<file path="src/rtl/core/yoag_pkg.sv">
package yoag_pkg;

    // fixed field widths
    localparam int unsigned DIM_W   = 13;   // bg/ov width and height registers
    localparam int unsigned OFF_W   = 12;   // offset registers
    localparam int unsigned CFG_W   = 13;   // config write data
    localparam int unsigned CFG_IDX_W = 3;
    localparam int unsigned PIXEL_W = 8;

    // config register indexes
    localparam logic [CFG_IDX_W-1:0] CFG_BG_WIDTH  = 3'd0;
    localparam logic [CFG_IDX_W-1:0] CFG_BG_HEIGHT = 3'd1;
    localparam logic [CFG_IDX_W-1:0] CFG_OV_WIDTH  = 3'd2;
    localparam logic [CFG_IDX_W-1:0] CFG_OV_HEIGHT = 3'd3;
    localparam logic [CFG_IDX_W-1:0] CFG_OFF_X     = 3'd4;
    localparam logic [CFG_IDX_W-1:0] CFG_OFF_Y     = 3'd5;

    // config reset values
    localparam logic [DIM_W-1:0] BG_WIDTH_RST  = 13'd1920;
    localparam logic [DIM_W-1:0] BG_HEIGHT_RST = 13'd1080;
    localparam logic [DIM_W-1:0] OV_WIDTH_RST  = 13'd1288;
    localparam logic [DIM_W-1:0] OV_HEIGHT_RST = 13'd592;

    // I420 plane in file order
    typedef enum logic [1:0] {
        PLANE_Y = 2'd0,
        PLANE_U = 2'd1,
        PLANE_V = 2'd2
    } plane_t;

endpackage

</file>
<file path="src/rtl/core/yuv420_overlay_address_gen_core.sv">
// A request passes two registers, the scan register and the result register, before its result is valid.
// Throughput: one request per clock, sustained while out_stall is low; the scan counters advance
// combinationally and the address multiply sits alone between the scan and result registers.
// Reset (rst_n, async, active low): config returns to 1920x1080 background, 1288x592
// overlay at offset (0,0); scan restarts at the first luma byte; pipeline is emptied.
module yuv420_overlay_address_gen_core #(
    parameter int unsigned MAX_DIM_BITS = 12,
    parameter int unsigned ADDR_BITS    = 25
) (
    input  logic                              clk,
    input  logic                              rst_n,

    // config write port
    input  logic                              cfg_write_enable,
    input  logic [yoag_pkg::CFG_IDX_W-1:0]    cfg_index,
    input  logic [yoag_pkg::CFG_W-1:0]        cfg_data,

    // request side: overlay bytes in I420 file order
    input  logic                              in_valid,
    output logic                              in_stall,
    input  logic [yoag_pkg::PIXEL_W-1:0]      pixel_byte,

    // result side: background buffer write
    output logic                              out_valid,
    input  logic                              out_stall,
    output logic [ADDR_BITS-1:0]              dest_address,
    output logic [yoag_pkg::PIXEL_W-1:0]      dest_data,
    output logic                              write_enable,
    output logic                              frame_last
);
    import yoag_pkg::*;

    // CW: plane size compare width, able to hold 2^MAX_DIM_BITS and a 13-bit size.
    // TW: target row/column width (offset plus counter).
    localparam int unsigned CW = (MAX_DIM_BITS + 1 > DIM_W) ? MAX_DIM_BITS + 1 : DIM_W;
    localparam int unsigned TW = ((MAX_DIM_BITS > OFF_W) ? MAX_DIM_BITS : OFF_W) + 1;
    localparam logic [CW-1:0] DIM_CAP = CW'(1) << MAX_DIM_BITS;

    // ------------------------------------------------------------------
    // Config registers
    // ------------------------------------------------------------------
    logic [DIM_W-1:0] bg_width_reg, bg_height_reg, ov_width_reg, ov_height_reg;
    logic [OFF_W-1:0] off_x_reg, off_y_reg;

    always_ff @(posedge clk or negedge rst_n)
    begin
        if (!rst_n)
        begin
            bg_width_reg  <= BG_WIDTH_RST;
            bg_height_reg <= BG_HEIGHT_RST;
            ov_width_reg  <= OV_WIDTH_RST;
            ov_height_reg <= OV_HEIGHT_RST;
            off_x_reg     <= '0;
            off_y_reg     <= '0;
        end
        else if (cfg_write_enable)
        begin
            case (cfg_index)
                CFG_BG_WIDTH:  bg_width_reg  <= cfg_data;
                CFG_BG_HEIGHT: bg_height_reg <= cfg_data;
                CFG_OV_WIDTH:  ov_width_reg  <= cfg_data;
                CFG_OV_HEIGHT: ov_height_reg <= cfg_data;
                CFG_OFF_X:     off_x_reg     <= cfg_data[OFF_W-1:0];
                CFG_OFF_Y:     off_y_reg     <= cfg_data[OFF_W-1:0];
                default:       ;   // unmapped index, ignored
            endcase
        end
    end

    // ------------------------------------------------------------------
    // Handshake / pipeline control
    // ------------------------------------------------------------------
    logic s1_valid_reg, s1_valid_next;
    logic out_valid_reg, out_valid_next;
    logic out_load;
    logic in_accept;

    // result register takes a new value whenever it is empty or being drained
    assign out_load  = !out_valid_reg || !out_stall;
    assign in_stall  = s1_valid_reg && !out_load;
    assign in_accept = in_valid && !in_stall;

    assign s1_valid_next  = in_accept ? 1'b1 : (out_load ? 1'b0 : s1_valid_reg);
    assign out_valid_next = out_load ? s1_valid_reg : out_valid_reg;

    // ------------------------------------------------------------------
    // Scan state: plane, row, column of the next overlay byte
    // ------------------------------------------------------------------
    plane_t                  plane_reg, plane_next;
    logic [MAX_DIM_BITS-1:0] row_reg, row_next;
    logic [MAX_DIM_BITS-1:0] col_reg, col_next;

    logic             chroma;
    logic [DIM_W-1:0] ow_sel, oh_sel, bw, bh;
    logic [OFF_W-1:0] ox, oy;
    logic [CW-1:0]    ow_ext, oh_ext, pw, ph;
    logic [CW-1:0]    col_inc, row_inc;
    logic             col_wrap, row_wrap;
    logic [TW-1:0]    trow, tcol;
    logic             target_inside, target_last;

    always_comb
    begin
        chroma = (plane_reg != PLANE_Y);

        // chroma planes: halved sizes and offsets, truncated
        ow_sel = chroma ? (ov_width_reg  >> 1) : ov_width_reg;
        oh_sel = chroma ? (ov_height_reg >> 1) : ov_height_reg;
        bw     = chroma ? (bg_width_reg  >> 1) : bg_width_reg;
        bh     = chroma ? (bg_height_reg >> 1) : bg_height_reg;
        ox     = chroma ? (off_x_reg >> 1) : off_x_reg;
        oy     = chroma ? (off_y_reg >> 1) : off_y_reg;

        // empty plane counts as one byte, oversized plane is capped
        ow_ext = CW'(ow_sel);
        oh_ext = CW'(oh_sel);
        if (ow_ext == '0)
            pw = CW'(1);
        else if (ow_ext > DIM_CAP)
            pw = DIM_CAP;
        else
            pw = ow_ext;
        if (oh_ext == '0)
            ph = CW'(1);
        else if (oh_ext > DIM_CAP)
            ph = DIM_CAP;
        else
            ph = oh_ext;

        col_inc  = CW'(col_reg) + CW'(1);
        row_inc  = CW'(row_reg) + CW'(1);
        col_wrap = (col_inc >= pw);
        row_wrap = (row_inc >= ph);

        trow = TW'(oy) + TW'(row_reg);
        tcol = TW'(ox) + TW'(col_reg);

        // no write outside the background plane; address still given
        target_inside = (tcol < TW'(bw)) && (trow < TW'(bh));
        target_last   = (plane_reg == PLANE_V) && col_wrap && row_wrap;

        // raster advance; after the last V byte back to the first Y byte
        plane_next = plane_reg;
        row_next   = row_reg;
        col_next   = col_reg;
        if (col_wrap)
        begin
            col_next = '0;
            if (row_wrap)
            begin
                row_next = '0;
                case (plane_reg)
                    PLANE_Y: plane_next = PLANE_U;
                    PLANE_U: plane_next = PLANE_V;
                    PLANE_V: plane_next = PLANE_Y;
                    default: plane_next = PLANE_Y;
                endcase
            end
            else
            begin
                row_next = row_inc[MAX_DIM_BITS-1:0];
            end
        end
        else
        begin
            col_next = col_inc[MAX_DIM_BITS-1:0];
        end
    end

    always_ff @(posedge clk or negedge rst_n)
    begin
        if (!rst_n)
        begin
            plane_reg <= PLANE_Y;
            row_reg   <= '0;
            col_reg   <= '0;
        end
        else if (in_accept)
        begin
            plane_reg <= plane_next;
            row_reg   <= row_next;
            col_reg   <= col_next;
        end
    end

    // ------------------------------------------------------------------
    // Scan register: target coordinates and flags of the accepted byte
    // ------------------------------------------------------------------
    plane_t               s1_plane_reg;
    logic [TW-1:0]        s1_trow_reg, s1_tcol_reg;
    logic [PIXEL_W-1:0]   s1_data_reg;
    logic                 s1_inside_reg, s1_last_reg;

    always_ff @(posedge clk or negedge rst_n)
    begin
        if (!rst_n)
        begin
            s1_valid_reg <= 1'b0;
        end
        else
        begin
            s1_valid_reg <= s1_valid_next;
        end
    end

    always_ff @(posedge clk)
    begin
        if (in_accept)
        begin
            s1_plane_reg  <= plane_reg;
            s1_trow_reg   <= trow;
            s1_tcol_reg   <= tcol;
            s1_data_reg   <= pixel_byte;
            s1_inside_reg <= target_inside;
            s1_last_reg   <= target_last;
        end
    end

    // ------------------------------------------------------------------
    // Address: plane base + pitch * target row + target column
    // ------------------------------------------------------------------
    logic [ADDR_BITS-1:0] s1_addr;

    yoag_addr #(
        .TW        (TW),
        .ADDR_BITS (ADDR_BITS)
    ) u_addr (
        .bg_width  (bg_width_reg),
        .bg_height (bg_height_reg),
        .plane     (s1_plane_reg),
        .trow      (s1_trow_reg),
        .tcol      (s1_tcol_reg),
        .addr      (s1_addr)
    );

    // ------------------------------------------------------------------
    // Result register
    // ------------------------------------------------------------------
    logic [ADDR_BITS-1:0] out_addr_reg;
    logic [PIXEL_W-1:0]   out_data_reg;
    logic                 out_we_reg, out_last_reg;

    always_ff @(posedge clk or negedge rst_n)
    begin
        if (!rst_n)
        begin
            out_valid_reg <= 1'b0;
        end
        else
        begin
            out_valid_reg <= out_valid_next;
        end
    end

    always_ff @(posedge clk)
    begin
        if (out_load && s1_valid_reg)
        begin
            out_addr_reg <= s1_addr;
            out_data_reg <= s1_data_reg;
            out_we_reg   <= s1_inside_reg;
            out_last_reg <= s1_last_reg;
        end
    end

    assign out_valid    = out_valid_reg;
    assign dest_address = out_addr_reg;
    assign dest_data    = out_data_reg;
    assign write_enable = out_we_reg;
    assign frame_last   = out_last_reg;

endmodule

</file>
<file path="src/rtl/core/yoag_addr.sv">
// Address arithmetic for one request: plane base + pitch * target row + target column.
module yoag_addr #(
    parameter int unsigned TW        = 13,
    parameter int unsigned ADDR_BITS = 25
) (
    input  logic [yoag_pkg::DIM_W-1:0] bg_width,
    input  logic [yoag_pkg::DIM_W-1:0] bg_height,
    input  yoag_pkg::plane_t           plane,
    input  logic [TW-1:0]              trow,
    input  logic [TW-1:0]              tcol,
    output logic [ADDR_BITS-1:0]       addr
);
    import yoag_pkg::*;

    localparam int unsigned PROD_W = DIM_W + TW;
    localparam int unsigned CALC_W = ((ADDR_BITS > PROD_W) ? ADDR_BITS : PROD_W) + 2;

    logic [2*DIM_W-1:0] luma_size;
    logic [CALC_W-1:0]  base;
    logic [DIM_W-1:0]   pitch;
    logic [PROD_W-1:0]  row_offs;
    logic [CALC_W-1:0]  sum;

    // two multipliers side by side, no chaining
    assign luma_size = bg_width * bg_height;
    assign row_offs  = pitch * trow;

    always_comb
    begin
        case (plane)
            PLANE_Y:
            begin
                base  = '0;
                pitch = bg_width;
            end
            PLANE_U:
            begin
                base  = CALC_W'(luma_size);
                pitch = bg_width >> 1;
            end
            PLANE_V:
            begin
                base  = CALC_W'(luma_size) + CALC_W'(luma_size >> 2);
                pitch = bg_width >> 1;
            end
            default:
            begin
                base  = '0;
                pitch = bg_width;
            end
        endcase
    end

    assign sum  = base + CALC_W'(row_offs) + CALC_W'(tcol);
    assign addr = sum[ADDR_BITS-1:0];

endmodule

</file>
<file path="config.mk">
export PLATFORM = sky130hd
export DESIGN_NAME = yuv420_overlay_address_gen_core
export DESIGN_NICKNAME = d
export VERILOG_FILES = /design/src/rtl/core/yoag_pkg.sv /design/src/rtl/core/yuv420_overlay_address_gen_core.sv /design/src/rtl/core/yoag_addr.sv
export SDC_FILE = /design/constraint.sdc
export NUM_CORES = 1
export LEC_CHECK = 0
export ABC_AREA = 1
export CAP_MARGIN = 40
export CORE_MARGIN = 1
export CORE_UTILIZATION = 41
export DETAILED_ROUTE_END_ITERATION = 7
export DONT_BUFFER_PORTS = 1
export PLACE_DENSITY = 0.65
export SKIP_CTS_REPAIR_TIMING = 1
export SLEW_MARGIN = 20
export SYNTH_ARGS = -nofsm -noshare
export SYNTH_HDL_FRONTEND = slang
export SYNTH_SLANG_ARGS = --single-unit
export TNS_END_PERCENT = 20
</file>
<file path="constraint.sdc">
create_clock -name clk -period 25.5 [get_ports clk]
set_clock_uncertainty 0.15 [all_clocks]
set_input_delay 1.275 -clock clk [delete_from_list [all_inputs] [get_ports clk]]
set_output_delay 1.275 -clock clk [all_outputs]
set_load 0.1 [all_outputs]
</file>
==> qor.yml, run 1 <==
drt:
  ant_nets: 0
  firstDrtPassIters: 6
  dr_total_vias: 18400
  drt-initial-drc-count: 1342
  vias_per_cell: 4.97
  wire_per_inst_um: 15.8
  drc: 0
  drt_wl_total_mm: 58.2
grt:
  track_usage: 0.211
  use_met1: 0.288
  busiest_layer: "met2"
  grt_util_met2: 0.350
  grt_pass1_wl_mm: 95.9
  overflow: 0
  met3_usage: 0.0328
  antenna_found_initial: 1
  grt_max_degree: 105
  grt_pass1_vias: 18200
finish:
  layout_commonest_cell: "nand2_1"
  final_area_um2: 25400
  layout.nets: 3476
  final_cell_mix: "nand2_1 (679), inv_1 (670), fa_1 (278)"
  largest_register_ffs: 25
  area_growth_pct: 7.94
  drive_gt1_frac: 0.0494
  fillers: 5543
  n_antenna_cell: 0
  instances_no_fill: 3691
sta:
  hold_viol_final: 0
  rsz0062_at_grt: "false"
  setup_viol: 0
  max_freq_mhz: 86.6
  worstMarginPinSlew_ps: 896
  max_slew_margin: 0.404
  fin_crit_ps: 11540
  slew_viol_final: 0
  finalSetupTns_ps: 0
  fin_crit_sh: 0.453
floorplanning:
  pin_count: 66
  die_h_um: 241
  core_um2: 56500
  rows: 87
  die-width_um: 241
  die_area_um2: 58300
  start_util: 0.416
critical_path:
  end_kind: "flop"
  max_stage_delay_ps: 730
  regToRegSetupSlack_ps: 13960
  cp_data_arrival_time_ps: 11600
  path_class: "flop to flop"
  required_ps: 25560
  path_common_cell: "fa_1"
  cp_max_fo: 17
  slowest_stage: "dfstp_2"
  r2r-end: "dest_address[23]$_DFFE_PP_"
  rr_startpoint: "bg_width_reg[8]$_DFFE_PN1P_"
  critPathLaunchType: "flop"
  r2r_cells: 47
worst_hold_path:
  whs_path_depth: 0
  hp-class: "flop to flop"
  hold_start: "s1_data_reg[5]$_DFFE_PP_"
  hold_end: "dest_data[5]$_DFFE_PP_"
cts:
  cts_tree: "done"
  clk_transition_reported_paths_ps: 70
  cts_buffers: 17
  cts_max_level: 4
  insertion_delay_ps: 460
  cts_max_path_buffers: 2
  clockRootBuffer: "clkbuf_16"
  cts_sinks: 177
logic_synthesis:
  seq_area_frac_synth: 0.205
  synthesis.area_um2: 23500
  syn_area_per_cell_um2: 7.95
  synth_cell_types: 55
  ys_warn_count: 0
  synthesis.nets: 3508
  yosys_register_bits: 177
  syn_inst: 2954
placed_design:
  dpl.hpwl_mm: 47.1
  place_area_um2: 24700
  dpl.cell_count: 3658
  gp_congestion: 0.905
  port_buffers: 0
run:
  cap_violations: 0
run_status:
  status: "finished, final reports clean"
metrics by stage:
step,hold WS (ps),util,setup slack (ps)
CTS,266,0.449,13960
detailed placement,255,0.438,13980
global placement,252,0.428,14140
global route,272,0.449,13070
floorplan,250,-,14590
finish,267,0.449,13960
kinds of logic (layout without fill, tap and decap cells):
kind of cell | count (synthesis) | in the layout | share of synthesized area
AND/OR/NAND/NOR | 978 | 978 | 0.172
multiplexers | 26 | 26 | 0.0111
XOR/XNOR | 82 | 82 | 0.0309
flip-flops | 177 | 177 | 0.205
AO/OA/AOI/OAI | 380 | 380 | 0.0865
buffers and inverters | 786 | 767 | 0.126
adder cells (fa/ha/maj) | 525 | 525 | 0.368
Yosys cell counts, drive strengths merged:
library cell	n	area share
o211ai	6	0.0019
dfstp	14	0.016
o21a	2	0.00064
a211oi	2	0.00064
mux2i	26	0.011
and2	4	0.0011
nor4b	1	0.00037
o22ai	1	0.00027
nand3	78	0.018
and3	1	0.00027
a221oi	1	0.00037
a21o	9	0.0029
inv	679	0.11
a21boi	3	0.00096
or2	11	0.0029
a21oi	132	0.028
ha	247	0.13
dfrtp	90	0.096
o31ai	6	0.0019
nor2	136	0.023
edfxtp	73	0.093
buf	12	0.0023
fa	278	0.24
a311oi	1	0.00037
clkbuf	85	0.014
nor3	18	0.0040
o21bai	9	0.0029
clkinv	10	0.0016
nand4	16	0.0048
a31oi	3	0.00080
o2111ai	3	0.0011
nand3b	2	0.00064
nor3b	2	0.00064
xor2	61	0.023
nor4	11	0.0029
xnor2	21	0.0078
o221ai	2	0.00075
nand2	698	0.11
o311ai	1	0.00037
o21ai	199	0.042
metal layers:
| layer | vias up | share of wire |
|---|---|---|
| met5 | - | 0 |
| met4 | 0 | 0.021 |
| met3 | 85 | 0.057 |
| met2 | 496 | 0.47 |
| met1 | 8775 | 0.46 |
| li1 | 8998 | - |
worst max path at each step:
stage	start	endpoint	slack [ps]	cells after the start
floorplan	bg_width_reg[8]$_DFFE_PN1P_	dest_address[23]$_DFFE_PP_	14590	49
global placement	bg_width_reg[8]$_DFFE_PN1P_	dest_address[23]$_DFFE_PP_	14140	47
detailed placement	bg_width_reg[8]$_DFFE_PN1P_	dest_address[23]$_DFFE_PP_	13980	47
CTS	bg_width_reg[8]$_DFFE_PN1P_	dest_address[23]$_DFFE_PP_	13960	47
global route	bg_width_reg[8]$_DFFE_PN1P_	dest_address[23]$_DFFE_PP_	13070	47
finish	bg_width_reg[8]$_DFFE_PN1P_	dest_address[23]$_DFFE_PP_	13960	47
critical path: cells and delay by family (launching register included):
kind / cells / cell delay, ps
adders and majority gates: 14 / 6590
xor gates and xnor gates: 2 / 430
AOI/OAI and AO/OA: 11 / 2040
and+or+nand+nor: 9 / 700
DFF: 1 / 730
buffers and inverters: 11 / 650
final cells by class:
cell class | instances | area, µm² | share of cell area
sequential | 177 | 4810 | 0.190
tap | 756 | 946 | 0.0373
clock buffer | 21 | 482 | 0.0190
timing repair buffer | 46 | 684 | 0.0270
clock inverter | 11 | 113 | 0.00444
inverter | 689 | 2590 | 0.102
multi-input combinational | 1991 | 15700 | 0.621
Power of run 1 is not shown: default switching activity piles up to over one toggle a cycle in this logic, so the estimate is an artifact.
==> inputs of run 2 (changes only) <==
- clock period: 25.5 -> 11.65 ns (I/O delays scaled with it)
==> run 2 against run 1 <==
  * Worst setup slack lost 13000 ps
  * Critical path depth up 3
  * Core utilization is 0.72 points higher
  * Critical path type unchanged
  * Non-clock buffer count increased by 28
  * Highest routed layer unchanged
  * Design area grew 1.6%
  * Cell count grew 0.76%
==> qor.yml, run 2 (synthesis gave the netlist of run 1 again) <==
finish:
  final_area_um2: 25800  # +1.6%
  instances_no_fill: 3719  # +0.76%
  n_antenna_cell: 0  # unchanged
  layout_commonest_cell: "nand2_1"
  area_growth_pct: 9.66
  largest_register_ffs: 25  # unchanged
  layout.nets: 3504  # +0.81%
  final_cell_mix: "nand2_1 (679), inv_1 (670), fa_1 (278)"
  drive_gt1_frac: 0.0661  # +0.0167
sta:
  hold_viol_final: 0  # unchanged
  max_slew_margin: 0.408  # +0.00402
  worstMarginPinSlew_ps: 890  # -6.04 ps
  max_freq_mhz: 89.8  # +3.6%
  finalSetupTns_ps: 0  # unchanged
  hold_slack_ps: 72.7  # -195 ps
  slew_viol_final: 0  # unchanged
  fin_crit_ps: 11140  # -402 ps
  setup_viol: 0  # unchanged
  fin_crit_sh: 0.956  # +0.504
placed_design:
  port_buffers: 0  # unchanged
  gp_congestion: 0.893  # -1.3%
  dpl.cell_count: 3679  # +0.57%
  place_area_um2: 25000  # +0.89%
  dpl.hpwl_mm: 46.8  # -0.59%
critical_path:
  critPathLaunchType: "flop"
  end_kind: "flop"
  r2r_cells: 50  # +6.4%
  slowest_stage: "dfstp_2"
  path_common_cell: "fa_1"
  required_ps: 11710  # -13850 ps
  rr_startpoint: "bg_height_reg[3]$_DFFE_PN1P_"
  r2r-end: "dest_address[23]$_DFFE_PP_"
  cp_data_arrival_time_ps: 11200  # -400 ps
  max_stage_delay_ps: 590  # -140 ps
  path_class: "flop to flop"
  cp_max_fo: 10  # -7
  regToRegSetupSlack_ps: 510  # -13450 ps
floorplanning:
  start_util: 0.416  # unchanged
  die-width_um: 241  # unchanged
  die_h_um: 241  # unchanged
  rows: 87  # unchanged
  core_um2: 56500  # unchanged
  pin_count: 66  # unchanged
  die_area_um2: 58300  # unchanged
drt:
  firstDrtPassIters: 5  # -1
  dr_total_vias: 18400  # -0.022%
  ant_nets: 0  # unchanged
  drt_wl_total_mm: 57.5  # -1.1%
  drc: 0  # unchanged
  wire_per_inst_um: 15.5  # -1.9%
  drt-initial-drc-count: 1330  # -0.89%
  vias_per_cell: 4.93  # -0.77%
worst_hold_path:
  hold_start: "pixel_byte[6]"
  hp-class: "input port to flop"
  whs_path_depth: 0  # unchanged
  hold_end: "s1_data_reg[6]$_DFFE_PP_"
grt:
  grt_pass1_wl_mm: 95.7  # -0.22%
  track_usage: 0.209  # -0.00248
  overflow: 0  # unchanged
  grt_pass1_vias: 18500  # +1.3%
  grt_max_degree: 105  # unchanged
  antenna_found_initial: 1  # unchanged
run_status:
  status: "finished, final reports clean"
cts:
  cts_tree: "done"
  cts_max_path_buffers: 2  # unchanged
  clockRootBuffer: "clkbuf_16"
  clk_transition_reported_paths_ps: 70  # about the same
  insertion_delay_ps: 460  # about the same
  cts_buffers: 17  # unchanged
  cts_sinks: 177  # unchanged
  cts_max_level: 4  # unchanged
run:
  cap_violations: 0  # unchanged
-- run 2: area by class of cell --
type,count,area [µm²]
well taps,756,946
repair buffers,74,977
multi-input cells,1991,15800
clock inverters,12,143
fillers,5503,30700
clock buffers,20,447
inverters,689,2590
flip-flops and latches,177,4830
-- run 2: routing by layer --
metal	up-vias	GRT usage	routed length (µm)
li1	9060	-	-
met1	8755	0.285	26700
met2	462	0.351	26900
met3	73	0.0308	3010
met4	0	0.0405	981
met5	-	0	0
-- run 2: worst max-delay path: cells and delay by family, from the launching register on --
family	cells	cell delay (ps)
buffers and inverters	11	800
AOI/OAI and AO/OA	7	1150
xor gates and xnor gates	1	140
adders and majority gates	14	6400
DFF	1	590
and+or+nand+nor	17	1650
-- run 2: per-stage QoR --
stage	worst slack (ps)	utilization
floorplan	736	-
global placement	278	0.431
detailed placement	149	0.442
CTS	140	0.452
global route	-41.4	0.456
finish	508	0.456
-- run 2: worst max path at each step --
stage,end,start,cells past startpoint,slack [ps]
2_1_floorplan,dest_address[23]$_DFFE_PP_,bg_width_reg[8]$_DFFE_PN1P_,49,740
3_3_place_gp,dest_address[23]$_DFFE_PP_,bg_width_reg[7]$_DFFE_PN1P_,47,280
3_5_place_dp,dest_address[23]$_DFFE_PP_,bg_width_reg[7]$_DFFE_PN1P_,47,150
4_1_cts,dest_address[23]$_DFFE_PP_,bg_width_reg[7]$_DFFE_PN1P_,47,140
5_1_grt,dest_address[23]$_DFFE_PP_,bg_width_reg[7]$_DFFE_PN1P_,49,-40
6_report,dest_address[23]$_DFFE_PP_,bg_height_reg[3]$_DFFE_PN1P_,50,510
Power of run 2 is left out for the same reason.
==> inputs of run 3 (changes only) <==
- CELL_PAD_IN_SITES_DETAIL_PLACEMENT: not set -> 1
- CELL_PAD_IN_SITES_GLOBAL_PLACEMENT: not set -> 1
- PLACE_DENSITY: 0.65 -> 0.79
==> run 3 against run 2 <==
  * Sequential share of layout area decreased by 0.079 points
  * Hold slack got worse by 8.7 ps
  * Core utilization increased by 0.19 points
  * Design area increased by 0.42%
  * Critical endpoint unchanged
  * Register-to-register slack got worse by 60 ps
  * First-iteration DRC count decreased by 38%
  * Count of clock-buffer cells in the layout increased by 1
  * Routed wire length increased by 22%
  * Non-clock buffer count increased by 8
  * Via count increased by 5.1%
  * Flip-flop and latch count unchanged
  * Cell count increased by 0.22%
==> qor.yml, run 3 (synthesis gave the netlist of run 1 again) <==
critical_path:
  worstSetupEndpoint: "dest_address[23]$_DFFE_PP_"
  max_stage_delay_ps: 670  # +80 ps
  r2r-end: "dest_address[23]$_DFFE_PP_"
  r2r_cells: 50  # unchanged
  crit_start: "bg_height_reg[3]$_DFFE_PN1P_"
  critPathLaunchType: "flop"
  rr_startpoint: "bg_height_reg[3]$_DFFE_PN1P_"
  end_kind: "flop"
  regToRegSetupSlack_ps: 450  # -60 ps
  path_class: "flop to flop"
  slowest_stage: "dfstp_4"
  cp_data_arrival_time_ps: 11260  # +60 ps
  required_ps: 11710  # about the same
  cp_max_fo: 8  # -2
finish:
  layout.nets: 3512  # +0.23%
  final_cell_mix: "nand2_1 (675), inv_1 (669), fa_1 (278)"
  layout_commonest_cell: "nand2_1"
  area_growth_pct: 10.1
  drive_gt1_frac: 0.0747  # +0.00857
  n_antenna_cell: 0  # unchanged
  fillers: 6788  # +23%
  largest_register_ffs: 25  # unchanged
cts:
  cts_max_path_buffers: 2  # unchanged
  clk_transition_reported_paths_ps: 80  # about the same
  cts_sinks: 177  # unchanged
  clockRootBuffer: "clkbuf_16"
  cts_buffers: 17  # unchanged
  cts_max_level: 4  # unchanged
  insertion_delay_ps: 460  # about the same
  cts_tree: "done"
floorplanning:
  start_util: 0.416  # unchanged
  die-width_um: 241  # unchanged
  die_area_um2: 58300  # unchanged
  die_h_um: 241  # unchanged
  rows: 87  # unchanged
  core_um2: 56500  # unchanged
  pin_count: 66  # unchanged
sta:
  worstMarginPinSlew_ps: 904  # +14.4 ps
  worst_slack_ps: 451  # -56.7 ps
  rsz0062_at_grt: "true"
  fin_crit_ps: 11200  # +56.7 ps
  hold_slack_ps: 63.9  # -8.71 ps
  fin_crit_sh: 0.961  # +0.00487
  hold_viol_final: 0  # unchanged
  max_slew_margin: 0.398  # -0.00959
  setup_viol: 0  # unchanged
  slew_viol_final: 0  # unchanged
  max_freq_mhz: 89.3  # -0.51%
grt:
  met3_usage: 0.0283  # -0.00251
  grt_pass1_wl_mm: 112  # +17%
  grt_max_degree: 105  # unchanged
  antenna_found_initial: 0  # -1
  overflow: 0  # unchanged
  busiest_layer: "met2"
  track_usage: 0.249  # +0.0406
  grt_pass1_vias: 21200  # +15%
  use_met1: 0.306  # +0.0213
  grt_util_met2: 0.457  # +0.106
placed_design:
  gp_congestion: 0.922  # +3.2%
  dpl.hpwl_mm: 57.8  # +23%
  port_buffers: 0  # unchanged
  dpl_worst_slack_ps: 77.9  # -70.9 ps
drt:
  dr_total_vias: 19300  # +5.1%
  firstDrtPassIters: 7  # +2
  wire_per_inst_um: 18.9  # +22%
  vias_per_cell: 5.17  # +4.9%
  ant_nets: 0  # unchanged
  drt_wl_total_mm: 70.4  # +22%
  drt-initial-drc-count: 829  # -38%
  drc: 0  # unchanged
run_status:
  status: "finished, final reports clean"
worst_hold_path:
  hp-class: "input port to flop"
  hold_start: "pixel_byte[7]"
run:
  cap_violations: 0  # unchanged
run 3: cell count changes in the layout (fill, tap and decap cells not counted), moves of 4 or more:
cell | before | now
buf_16 | 14 | 10
buf_4 | 36 | 49
buf_8 | 17 | 12
clkbuf_16 | 17 | 22
ha_1 | 244 | 239
inv_4 | 4 | 0
nand2_1 | 679 | 675
run 3: layout make-up:
| cell class | instances | area [µm²] | area share |
|---|---|---|---|
| clock buffer | 21 | 482 | 0.0186 |
| clock inverter | 11 | 116 | 0.00450 |
| inverter | 689 | 2590 | 0.100 |
| multi-input combinational | 1991 | 15900 | 0.615 |
| sequential | 177 | 4830 | 0.187 |
| tap | 756 | 946 | 0.0366 |
| timing repair buffer | 82 | 992 | 0.0384 |
run 3: worst max-delay path: cells and delay by family, from the launching register on:
family,cells,cell delay [ps]
AO/OA/AOI/OAI,9,1370
XOR/XNOR,2,230
adder cells (fa/ha/maj),14,6440
buffers and inverters,15,1260
flip-flops,1,670
AND/OR/NAND/NOR,10,840
run 3: stage by stage:
| stage | instances | instance area, µm² | setup TNS [ps] | util |
|---|---|---|---|---|
| floorplan | 2954 | 23500 | 0 | - |
| CTS | 3705 | 25400 | 0 | 0.449 |
| detailed placement | 3673 | 24800 | 0 | 0.438 |
| finish | 3727 | 25900 | 0 | 0.458 |
| global placement | 3651 | 24400 | 0 | 0.431 |
| global route | 3727 | 25900 | -193 | 0.458 |
run 3: metal layers:
layer / vias to the layer above / share of wire
met3: 110 / 0.032
met5: - / 0
met4: 0 / 0.025
li1: 9066 / -
met1: 9728 / 0.43
met2: 379 / 0.51
run 3: worst min-delay path by stage:
stage / endpoint / slack (ps) / cells past startpoint
6_report: s1_data_reg[7]$_DFFE_PP_ / 60 / 0
3_5_place_dp: ov_height_reg[8]$_DFFE_PN0P_ / 140 / 0
2_1_floorplan: bg_height_reg[0]$_DFFE_PN0P_ / 140 / 0
3_3_place_gp: ov_height_reg[8]$_DFFE_PN0P_ / 140 / 0
5_1_grt: s1_data_reg[6]$_DFFE_PP_ / 50 / 0
4_1_cts: off_x_reg[4]$_DFFE_PN0P_ / -340 / 0
Power of run 3 is left out for the same reason.
